[src/sv/ohlc_pkg.sv]
package ohlc_pkg;
  localparam int TsW = 52;
  localparam int PxW = 32;
  localparam int AccW = 64;
  localparam int CfgIdxW = 2;
  localparam logic [CfgIdxW-1:0] RegPeriod = 2'd0;
  localparam logic [CfgIdxW-1:0] RegStart = 2'd1;
  localparam logic [CfgIdxW-1:0] RegEnd = 2'd2;
  localparam logic [TsW-1:0] PeriodReset = 52'd60000000;
  localparam logic [TsW-1:0] EndReset = {TsW{1'b1}};
  localparam int InW = TsW + 2 * PxW;
  localparam int InBytesW = ((InW + 7) / 8) * 8;
  localparam int OutW = TsW + 7 * PxW + 1;
  localparam int OutBytesW = ((OutW + 7) / 8) * 8;

  // classified request handed from front to back
  typedef struct packed {
    logic           finish;
    logic [TsW-1:0] ts;
    logic [PxW-1:0] bid;
    logic [PxW-1:0] spread;
  } req_t;

  typedef struct packed {
    logic [TsW-1:0] open_time;
    logic [PxW-1:0] open_p;
    logic [PxW-1:0] high_p;
    logic [PxW-1:0] low_p;
    logic [PxW-1:0] close_p;
    logic [PxW-1:0] total;
    logic [PxW-1:0] mean;
    logic [PxW-1:0] peak;
    logic           closed;
  } bar_t;
endpackage

[src/sv/ohlc_divider.sv]
// Restoring divider, one quotient bit per cycle.
module ohlc_divider (
  input  logic                    clk,
  input  logic                    rst,
  input  logic                    start,
  input  logic [ohlc_pkg::AccW-1:0] dividend,
  input  logic [ohlc_pkg::AccW-1:0] divisor,
  output logic                    done,
  output logic [ohlc_pkg::AccW-1:0] quotient,
  output logic [ohlc_pkg::AccW-1:0] remainder
);
  import ohlc_pkg::*;
  localparam int CntW = $clog2(AccW + 1);
  logic [AccW-1:0] rem, quo, dvs;
  logic [CntW-1:0] cnt;
  logic busy;
  logic [AccW:0] shifted, diff;

  always_comb begin
    shifted = {rem, quo[AccW-1]};
    diff = shifted - {1'b0, dvs};
  end

  always_ff @(posedge clk) begin
    if (rst) begin
      busy <= 1'b0;
      cnt <= '0;
      done <= 1'b0;
    end else if (start) begin
      busy <= 1'b1;
      done <= 1'b0;
      rem <= '0;
      quo <= dividend;
      dvs <= divisor;
      cnt <= CntW'(AccW);
    end else if (busy) begin
      if (!diff[AccW]) begin
        rem <= diff[AccW-1:0];
        quo <= {quo[AccW-2:0], 1'b1};
      end else begin
        rem <= shifted[AccW-1:0];
        quo <= {quo[AccW-2:0], 1'b0};
      end
      cnt <= cnt - 1'b1;
      done <= (cnt == CntW'(1));
      if (cnt == CntW'(1)) begin
        busy <= 1'b0;
      end
    end else begin
      done <= 1'b0;
    end
  end
  assign quotient = quo;
  assign remainder = rem;
endmodule

[src/sv/ohlc_front.sv]
// Accepts items, drops ticks outside [start, end) and all items if start >= end, queues the rest (two entries).
module ohlc_front (
  input  logic                   clk,
  input  logic                   rst,
  input  logic                   in_valid,
  output logic                   in_ready,
  input  ohlc_pkg::req_t         in_req,
  input  logic [ohlc_pkg::TsW-1:0] start_time,
  input  logic [ohlc_pkg::TsW-1:0] end_time,
  output logic                   q_valid,
  input  logic                   q_ready,
  output ohlc_pkg::req_t         q_req
);
  import ohlc_pkg::*;
  req_t slot [2];
  logic [1:0] cnt;
  logic rd_ptr, wr_ptr;
  logic keep, push, pop;

  always_comb begin
    keep = (start_time < end_time) &&
           (in_req.finish || (in_req.ts >= start_time && in_req.ts < end_time));
    in_ready = (cnt != 2'd2);
    push = in_valid && in_ready && keep;
    q_valid = (cnt != 2'd0);
    pop = q_valid && q_ready;
    q_req = slot[rd_ptr];
  end

  always_ff @(posedge clk) begin
    if (rst) begin
      cnt <= '0;
      rd_ptr <= 1'b0;
      wr_ptr <= 1'b0;
    end else begin
      if (push) begin
        wr_ptr <= ~wr_ptr;
      end
      if (pop) begin
        rd_ptr <= ~rd_ptr;
      end
      cnt <= cnt + {1'b0, push} - {1'b0, pop};
    end
    if (push) begin
      slot[wr_ptr] <= in_req;
    end
  end
endmodule

[src/sv/ohlc_back.sv]
// Bucket math and bar state; the shared divider does floor and mean.
module ohlc_back (
  input  logic                   clk,
  input  logic                   rst,
  input  logic                   q_valid,
  output logic                   q_ready,
  input  ohlc_pkg::req_t         q_req,
  input  logic [ohlc_pkg::TsW-1:0] period_us,
  input  logic [ohlc_pkg::TsW-1:0] end_time,
  output logic                   bar_valid,
  input  logic                   bar_ready,
  output ohlc_pkg::bar_t         bar
);
  import ohlc_pkg::*;
  typedef enum logic [2:0] {
    S_IDLE, S_BDIV, S_MDIV, S_EMIT, S_UPD
  } state_t;
  state_t state;
  req_t cur;
  logic [TsW-1:0] per, bucket, bucket_start;
  logic [AccW-1:0] quo_r, accum;
  logic active, closed_r;
  logic [PxW-1:0] first_bid, max_bid, min_bid, last_bid, tcount, smax;
  logic dv_start, dv_done;
  logic [AccW-1:0] dv_a, dv_b, dv_q, dv_r;
  logic [TsW:0] end_chk;

  ohlc_divider u_div (
    .clk, .rst, .start(dv_start), .dividend(dv_a), .divisor(dv_b),
    .done(dv_done), .quotient(dv_q), .remainder(dv_r)
  );

  always_comb begin
    q_ready = (state == S_IDLE);
    dv_start = 1'b0;
    dv_a = {{(AccW-TsW){1'b0}}, cur.ts};
    dv_b = {{(AccW-TsW){1'b0}}, per};
    if (state == S_IDLE && q_valid && !q_req.finish) begin
      dv_start = 1'b1;
      dv_a = {{(AccW-TsW){1'b0}}, q_req.ts};
      dv_b = {{(AccW-TsW){1'b0}}, (period_us == '0) ? TsW'(1) : period_us};
    end else if (state == S_UPD && active && bucket != bucket_start) begin
      dv_start = 1'b1;
      dv_a = accum;
      dv_b = {{(AccW-PxW){1'b0}}, tcount};
    end else if (state == S_IDLE && q_valid && q_req.finish && active) begin
      dv_start = 1'b1;
      dv_a = accum;
      dv_b = {{(AccW-PxW){1'b0}}, tcount};
    end
    end_chk = {1'b0, bucket_start} + {1'b0, (period_us == '0) ? TsW'(1) : period_us};
  end

  always_ff @(posedge clk) begin
    if (rst) begin
      state <= S_IDLE;
      active <= 1'b0;
      bar_valid <= 1'b0;
    end else begin
      if (bar_valid && bar_ready) begin
        bar_valid <= 1'b0;
      end
      unique case (state)
        S_IDLE: if (q_valid) begin
          cur <= q_req;
          per <= (period_us == '0) ? TsW'(1) : period_us;
          if (!q_req.finish) begin
            state <= S_BDIV;
          end else if (active) begin
            closed_r <= (end_chk <= {1'b0, end_time});
            state <= S_MDIV;
          end
        end
        // bucket = ts minus (ts mod period)
        S_BDIV: if (dv_done) begin
          bucket <= cur.ts - dv_r[TsW-1:0];
          state <= S_UPD;
        end
        S_UPD: begin
          if (active && bucket != bucket_start) begin
            closed_r <= 1'b1;
            state <= S_MDIV;
          end else begin
            if (!active) begin
              active <= 1'b1;
              bucket_start <= bucket;
              first_bid <= cur.bid;
              max_bid <= cur.bid;
              min_bid <= cur.bid;
              last_bid <= cur.bid;
              tcount <= PxW'(1);
              accum <= {{(AccW-PxW){1'b0}}, cur.spread};
              smax <= cur.spread;
            end else begin
              if (cur.bid > max_bid) max_bid <= cur.bid;
              if (cur.bid < min_bid) min_bid <= cur.bid;
              last_bid <= cur.bid;
              if (tcount != '1) begin
                tcount <= tcount + 1'b1;
                accum <= accum + {{(AccW-PxW){1'b0}}, cur.spread};
              end
              if (cur.spread > smax) smax <= cur.spread;
            end
            state <= S_IDLE;
          end
        end
        S_MDIV: if (dv_done) begin
          quo_r <= dv_q;
          state <= S_EMIT;
        end
        S_EMIT: if (!bar_valid) begin
          bar_valid <= 1'b1;
          bar.open_time <= bucket_start;
          bar.open_p <= first_bid;
          bar.high_p <= max_bid;
          bar.low_p <= min_bid;
          bar.close_p <= last_bid;
          bar.total <= tcount;
          bar.mean <= (quo_r[AccW-1:PxW] != '0) ? '1 : quo_r[PxW-1:0];
          bar.peak <= smax;
          bar.closed <= closed_r;
          active <= 1'b0;
          // a tick that closed the bar now opens the next one
          state <= cur.finish ? S_IDLE : S_UPD;
        end
        default: state <= S_IDLE;
      endcase
    end
  end
endmodule

[src/sv/tick_to_ohlc_bar_aggregator_unit.sv]
// Flow: a tick is taken, its bucket is found by a division by the period, then
//   the bar is updated; one that closes a bar also waits for a second division
//   for the mean and for the bar to be emitted before the next bar opens.
// Throughput: one item at a time in the back end, bounded by the shared
//   radix-2 divider; a two-entry queue lets the input run ahead.
// Reset: synchronous rst clears control and loads register defaults.
module tick_to_ohlc_bar_aggregator_unit (
  input  logic        clk,
  input  logic        rst,
  input  logic        s_tvalid,
  output logic        s_tready,
  // tdata: timestamp_us, bid_points, spread_points, zero fill
  input  logic [ohlc_pkg::InBytesW-1:0] s_tdata,
  // tuser: func
  input  logic        s_tuser,
  output logic        m_tvalid,
  input  logic        m_tready,
  // tdata: bar_open_time, open, high, low, close, tick_total,
  //   spread_mean, spread_peak, bar_closed, zero fill
  output logic [ohlc_pkg::OutBytesW-1:0] m_tdata,
  input  logic        cfg_we,
  input  logic [ohlc_pkg::CfgIdxW-1:0] cfg_index,
  input  logic [ohlc_pkg::TsW-1:0] cfg_data
);
  import ohlc_pkg::*;
  logic [TsW-1:0] period_us, start_time, end_time;
  req_t in_req, q_req;
  bar_t bar;
  logic q_valid, q_ready;

  always_ff @(posedge clk) begin
    if (rst) begin
      period_us <= PeriodReset;
      start_time <= '0;
      end_time <= EndReset;
    end else if (cfg_we) begin
      case (cfg_index)
        RegPeriod: period_us <= cfg_data;
        RegStart: start_time <= cfg_data;
        RegEnd: end_time <= cfg_data;
        default: ;
      endcase
    end
  end

  assign in_req = '{finish: s_tuser, ts: s_tdata[TsW-1:0],
                    bid: s_tdata[TsW+PxW-1:TsW], spread: s_tdata[TsW+2*PxW-1:TsW+PxW]};

  ohlc_front u_front (
    .clk, .rst, .in_valid(s_tvalid), .in_ready(s_tready), .in_req,
    .start_time, .end_time, .q_valid, .q_ready, .q_req
  );

  ohlc_back u_back (
    .clk, .rst, .q_valid, .q_ready, .q_req, .period_us, .end_time,
    .bar_valid(m_tvalid), .bar_ready(m_tready), .bar
  );

  assign m_tdata = {{(OutBytesW-OutW){1'b0}}, bar.closed, bar.peak, bar.mean,
                    bar.total, bar.close_p, bar.low_p, bar.high_p, bar.open_p,
                    bar.open_time};
endmodule
[config.mk]
export PLATFORM = sky130hd
export DESIGN_NAME = tick_to_ohlc_bar_aggregator_unit
export DESIGN_NICKNAME = d
export VERILOG_FILES = /design/src/sv/ohlc_pkg.sv /design/src/sv/ohlc_divider.sv /design/src/sv/ohlc_front.sv /design/src/sv/ohlc_back.sv /design/src/sv/tick_to_ohlc_bar_aggregator_unit.sv
export SDC_FILE = /design/constraint.sdc
export NUM_CORES = 2
export LEC_CHECK = 0
export BUFFER_PORTS_ARGS = -buffer_cell sky130_fd_sc_hd__buf_2
export CORE_UTILIZATION = 45
export CTS_BUF_LIST = sky130_fd_sc_hd__clkbuf_4
export DETAILED_ROUTE_END_ITERATION = 8
export HOLD_SLACK_MARGIN = 0.15
export PLACE_DENSITY_LB_ADDON = 0.2
export SYNTH_ARGS = -nofsm -noshare
export SYNTH_HDL_FRONTEND = slang
export SYNTH_SLANG_ARGS = --single-unit
[constraint.sdc]
create_clock -name clk -period 60.5 [get_ports clk]
set_clock_uncertainty 0.15 [all_clocks]
set_input_delay 18.15 -clock clk [delete_from_list [all_inputs] [get_ports clk]]
set_output_delay 18.15 -clock clk [all_outputs]
set_load 0.03 [all_outputs]
# --- After elaboration in Yosys (flattened, before gate mapping) ---
# Memories as Yosys holds them, arrays and structs flattened. A register that Yosys moved wholly into a read port is not among the register bits.
# Cells that the tools add are included.
# Widths: inputs -> output; s select.
word_totals:
  mem_count: 1
  word_cells: 185
  regBits: 1237
  in_bits: 180
  ramBits: 234
mem_list:
  columns: ["name", "depth", "word_bits", "rd", "rd_ports_with_merged_regs", "wr", "line", "source"]
  rows:
  - ["u_front.slot", 2, 117, 1, 1, 1, "ohlc_front.sv:15", "req_t slot [2];"]
op_classes:
  n_bitwise: 7
  add_sub_neg: 8
  n_lt_le_gt_ge: 7
  n_eq_ne: 23
  mux: 53
  n_reduce_logical: 43
ops:
  columns: ["operator", "count"]
  rows:
  - ["$mux 64", 8]
  - ["$mux 32", 8]
  - ["$mux 52", 4]
  - ["$lt 52x52->1", 2]
  - ["$sub 65x64->65", 1]
  - ["$add 64x32->64", 1]
  - ["$gt 32x32->1", 2]
  - ["$add 52x52->53", 1]
  - ["$le 53x52->1", 1]
  - ["$ge 52x52->1", 1]
  - ["$logic_not 52->1", 1]
  - ["$ne 52x52->1", 1]
  - ["$sub 52x52->52", 1]
  - ["$add 32x1->32 const B", 1]
  - ["$lt 32x32->1", 1]
  - ["$ne 32x32->1 const B", 1]
  - ["$reduce_bool 32->1", 1]
  - ["$mux 3", 7]
  - ["$mux 1", 20]
  - ["$ne 2x2->1 const B", 10]
  - ["$reduce_and 4->1", 5]
  - ["$reduce_and 3->1", 6]
  - ["$pmux 3 s5", 1]
  - ["$mux 7", 2]
  - ["other kinds (25)", 54]

# --- Logic depth before layout (Yosys ltp) ---
logic_depth:
  word_depth: 9
  ltp_mapped: 27

# --- Hierarchy ---
# From an unflattened synthesis, not the netlist that was laid out.
hier_totals:
  hier_cells: 6147
  area_unflattened_um2: 74208.7
modules_own_cells:
  columns: ["module", "n_inst", "area_per_inst_um2", "cells_per_inst"]
  rows:
  - ["ohlc_back", 1, 43290.3, 3470]
  - ["ohlc_front", 1, 12375.6, 889]
  - ["ohlc_divider", 1, 12067.8, 1160]
  - ["tick_to_ohlc_bar_aggregator_unit", 1, 6475.0, 628]

# --- Worst setup path before layout ---
# OpenSTA, ideal clock, no wires.
synth_timing:
  path_kind: "input -> register"
  startpoint: "input rst"
  endpoint: "register u_back.cur[0] (netlist name), enable pin"
  path_buffers: 2
  cell_stages: 3
  arrival_time_ns: 34.466
  setup_ns: 1.111
  setup_slack_ns: 24.772
  required_ns: 59.239
  path_cell_list: "clkbuf_1 clkbuf_1 nor4_1"
synth_between:
  elab_chain_cells: 2
synth_lines:
  columns: ["item", "line", "source"]
  rows:
  - ["from (decl)", "tick_to_ohlc_bar_aggregator_unit.sv:9", "input logic rst,"]
  - ["$not 1->1 (no source line)", null, null]
  - ["$reduce_and 3->1 (no source line)", null, null]
  - ["to (signal assigned)", "ohlc_back.sv:65", "cur <= q_req;"]
  - ["to (decl)", "ohlc_back.sv:19", "req_t cur;"]
# No other way between the ends.
# A chain may end at the register's enable or synchronous reset.

# --- Worst setup path after layout ---
layout_timing:
  startpoint: "input s_tdata[10] (netlist name)"
  endpoint: "memory u_front.slot[0][46] (netlist name), enable pin"
layout_between:
  elab_chain_cells: 7
  word_cells_on_any_way: 8
  classes_between: "order compare: 2; mux: 2; reduce/logical: 4"
layout_lines:
  columns: ["item", "line", "source"]
  rows:
  - ["from (decl)", "tick_to_ohlc_bar_aggregator_unit.sv:13", "input logic [ohlc_pkg::InBytesW-1:0] s_tdata,"]
  - ["$ge 52x52->1 / $lt 52x52->1 (equally long branches)", "ohlc_front.sv:22", "(in_req.finish || (in_req.ts >= start_time && in_req.ts < end_time));"]
  - ["$logic_and 1x1->1 *", "ohlc_front.sv:22", null]
  - ["$logic_or 1x1->1 *", "ohlc_front.sv:22", null]
  - ["$logic_and 1x1->1 *", "ohlc_front.sv:21", "keep = (start_time < end_time) &&"]
  - ["$logic_and 1x1->1 *", "ohlc_front.sv:24", "push = in_valid && in_ready && keep;"]
  - ["$mux 1 *", "ohlc_front.sv:44", "if (push) begin"]
  - ["$mux 1 (not written as such) *", "ohlc_front.sv:45", "slot[wr_ptr] <= in_req;"]
  - ["to (decl)", "ohlc_front.sv:15", null]
# Every way passes the cells marked *; elsewhere a longest branch is shown, timed or not.

==> impl_results.md <==
- Status: completed
- Setup CP Type: in -> reg
- Area Overhead vs Synth: 13.4%
- Clock sinks: 1,460
- Final Cycle Share: 0.352
- Final WL: 205,000 um
- Final net count: 7,057
- PD cells: 34.4 nW/um2
- Initial antenna violation count: 39
- Crit path time final: 21,310 ps
- Routed len/inst: 23.5 um
- Commonest non-fill, non-tap cells in the layout: 1,285 x edfxtp_1, 572 x clkbuf_4, 508 x nand2_1, 493 x ha_1, 453 x buf_2
- RSZ-0062 raised after global routing: false
- Post-synth cell types: 85
- PnR worst setup slack: 39,190 ps
- Worst path max stage delay: 690 ps
- Aggregate global-route resource usage: 0.258
- Largest delay share family, worst path: compound AO/OA/AOI/OAI gates
- Worst slew pin tran: 1180 ps
- FP Rows: 144
- Core footprint: 154,000 um2
- Chip Width: 396 um
- Netlist Area Pre-Place: 69,700 um2
- IO Count: 462
- Worst-Skew Late Latency: 1340 ps
- Fin. Hold Viols: 0
- Top_reg_cell synth: edfxtp_1
- H-tree depth: 5
- Max_cap viols: 0
- Placer's final routability congestion estimate: 0.957
- Number of synthesized flops with an enable pin: 1,285
- Critical Path Source Type: primary input
- Vias in the first global route: 47,300
- Fmax: 46.9 MHz
- Initial core utilization: 0.453
- VDD IR-drop max: 0.0181 mV
- Post-Place Setup Slack: 37,830 ps
- Post-Syn Instances: 5,719
- Drt initial violations: 4,925
- Reg clk slew, reported paths: 60 ps
- CTS buffer count: 395
- CP endpoint kind: register
- Root buffer cell: clkbuf_4
- Slew Viols, Final: 0
- Routed vias: 49,200
- DR vias/cell: 5.63
- Share of post-route cells with drive strength above 1: 0.196
- Commonest non-fill, non-tap cell in the layout: edfxtp_1
- Clock buffer depth: 4
- Fillcell total: 13,700
- Leakage power total: 31.3 nW
- Sequential cell area fraction in the yosys report: 0.604
- Synthesized flop and latch total: 1,460
- First-pass GRT wire length: 299,000 um
- Worst path slowest cell: buf_4
- HPWL Detailed: 150,000 um
- GRT overflow: 0
- Asr flop ratio synth: 0
- Full die area: 157,000 um2
- Critical path buffers and inverters: 3
- Post-CTS Setup Repair Bufs: 0
- Setup TNS: 0 ps
- Mean Syn Cell Area: 12.2 um2
- Critical Path, Cell by Cell: buf_2 > ha_1 > a21o_1 > a221oi_1 > o21ai_0 > o211ai_1 > a31oi_1 > o21ai_0 > a31oi_1 > o211a_1 > or3_1 > inv_6 > buf_4
- Post-cts resize count: 0
- Largest net degree at the start of global routing: 161
- Yosys warning count: 0
- Min-Delay Path Class: reg -> reg
- ANT nets after route: 0
- Setup violators final: 0
- Detailed Routing Iterations Pass 1: 7
- Die Y: 396 um
- DRC Markers: 0
- CP required: 61,270 ps
- CP max FO: 71
- Worst EP arrival: 22,080 ps
- CTS tree: done
- Rel. slew slack: 0.215
- IO Port Bufs: 454
- Hold-fix buffers, CTS: 0
==> report_power, final <==
group	switching, mW	internal [mW]
sequential	0.0629	1.22
combinational	0.368	0.212
clock	0.408	0.444
total	0.839	1.88
==> state kept, by name (all words and copies together), names as in the netlist, 52 cells and up, named ones only <==
register,cells
start_time,52
period_us,52
u_back.accum,64
u_back.u_div.remainder,64
u_back.bar,277
u_back.quo_r,64
u_back.cur,117
u_front.slot,234
u_back.per,52
u_back.u_div.dvs,52
u_back.bucket_start,52
end_time,52
u_back.u_div.quotient,64
u_back.bucket,52
==> layer usage <==
| metal | GRT usage | wire length [um] | up-vias |
|---|---|---|---|
| met1 | 0.364 | 90900 | 24000 |
| met5 | 0 | 102 | - |
| li1 | - | - | 22800 |
| met3 | 0.0507 | 15800 | 345 |
| met4 | 0.110 | 7830 | 16 |
| met2 | 0.386 | 90200 | 2000 |
==> final cells by class <==
class	instances	area, um2	area share
multi-input cells	3600	25300	0.320
clock buffers	572	4290	0.0543
repair buffers	501	2640	0.0334
diodes	26	65.1	0.000823
inverters	422	1590	0.0201
flip-flops and latches	1460	42100	0.533
well taps	2044	2560	0.0324
clock inverters	102	489	0.00619
==> path summary, 6_finish.rpt <==
path | from | slack, ps | endpoint | cells after the start
setup / recovery | s_tdata[10] | 39190 | u_front.slot[0][46] | 13
hold / removal | u_back.first_bid[10] | 260 | u_back.bar[203] | 0
setup reg to reg | period_us[24] | 52590 | u_back.closed_r | 24
hold reg to reg | u_back.first_bid[10] | 260 | u_back.bar[203] | 0
==> cell usage after synthesis, drive strengths merged (46+ instances only) <==
master | n | area share
o21ai | 157 | 0.011
xor2 | 118 | 0.015
dfxtp | 175 | 0.050
o22ai | 54 | 0.0048
a21o | 192 | 0.021
edfxtp | 1285 | 0.55
nor2b | 46 | 0.0041
nand4 | 106 | 0.0095
clkbuf | 212 | 0.011
xnor2 | 139 | 0.017
nor4 | 47 | 0.0043
a211o | 55 | 0.0069
inv | 422 | 0.023
or3 | 60 | 0.0054
nor3 | 64 | 0.0046
nand3 | 107 | 0.0077
nor2 | 343 | 0.018
nand2 | 509 | 0.027
ha | 493 | 0.088
mux2 | 142 | 0.023
a21oi | 444 | 0.032
==> stage by stage <==
stage	cell area (um2)	power (mW)	cells	hold WS (ps)	utilization
2_1_floorplan	69700	1.70	5721	250	-
3_3_place_gp	74200	1.87	8027	253	0.482
3_5_place_dp	74200	1.88	8027	255	0.482
4_1_cts	79000	2.74	8701	235	0.513
5_1_grt	79000	2.86	8719	259	0.514
6_report	79100	2.72	8727	264	0.514
==> kinds of logic (layout without fill, tap and decap cells) <==
kind of cell             after synthesis  after routing  share of synthesized area
buffers and inverters                661           1597                     0.0363
XOR/XNOR                             257            257                     0.0323
flip-flops                          1460           1460                      0.604
other                                  1             29                  0.0000538
AND/OR/NAND/NOR                     1433           1433                     0.0965
AO/OA/AOI/OAI                       1262           1262                      0.118
multiplexers                         148            148                     0.0238
adder cells (fa/ha/maj)              497            497                     0.0896
No activity file was read; power rests on OpenSTA's default activity.
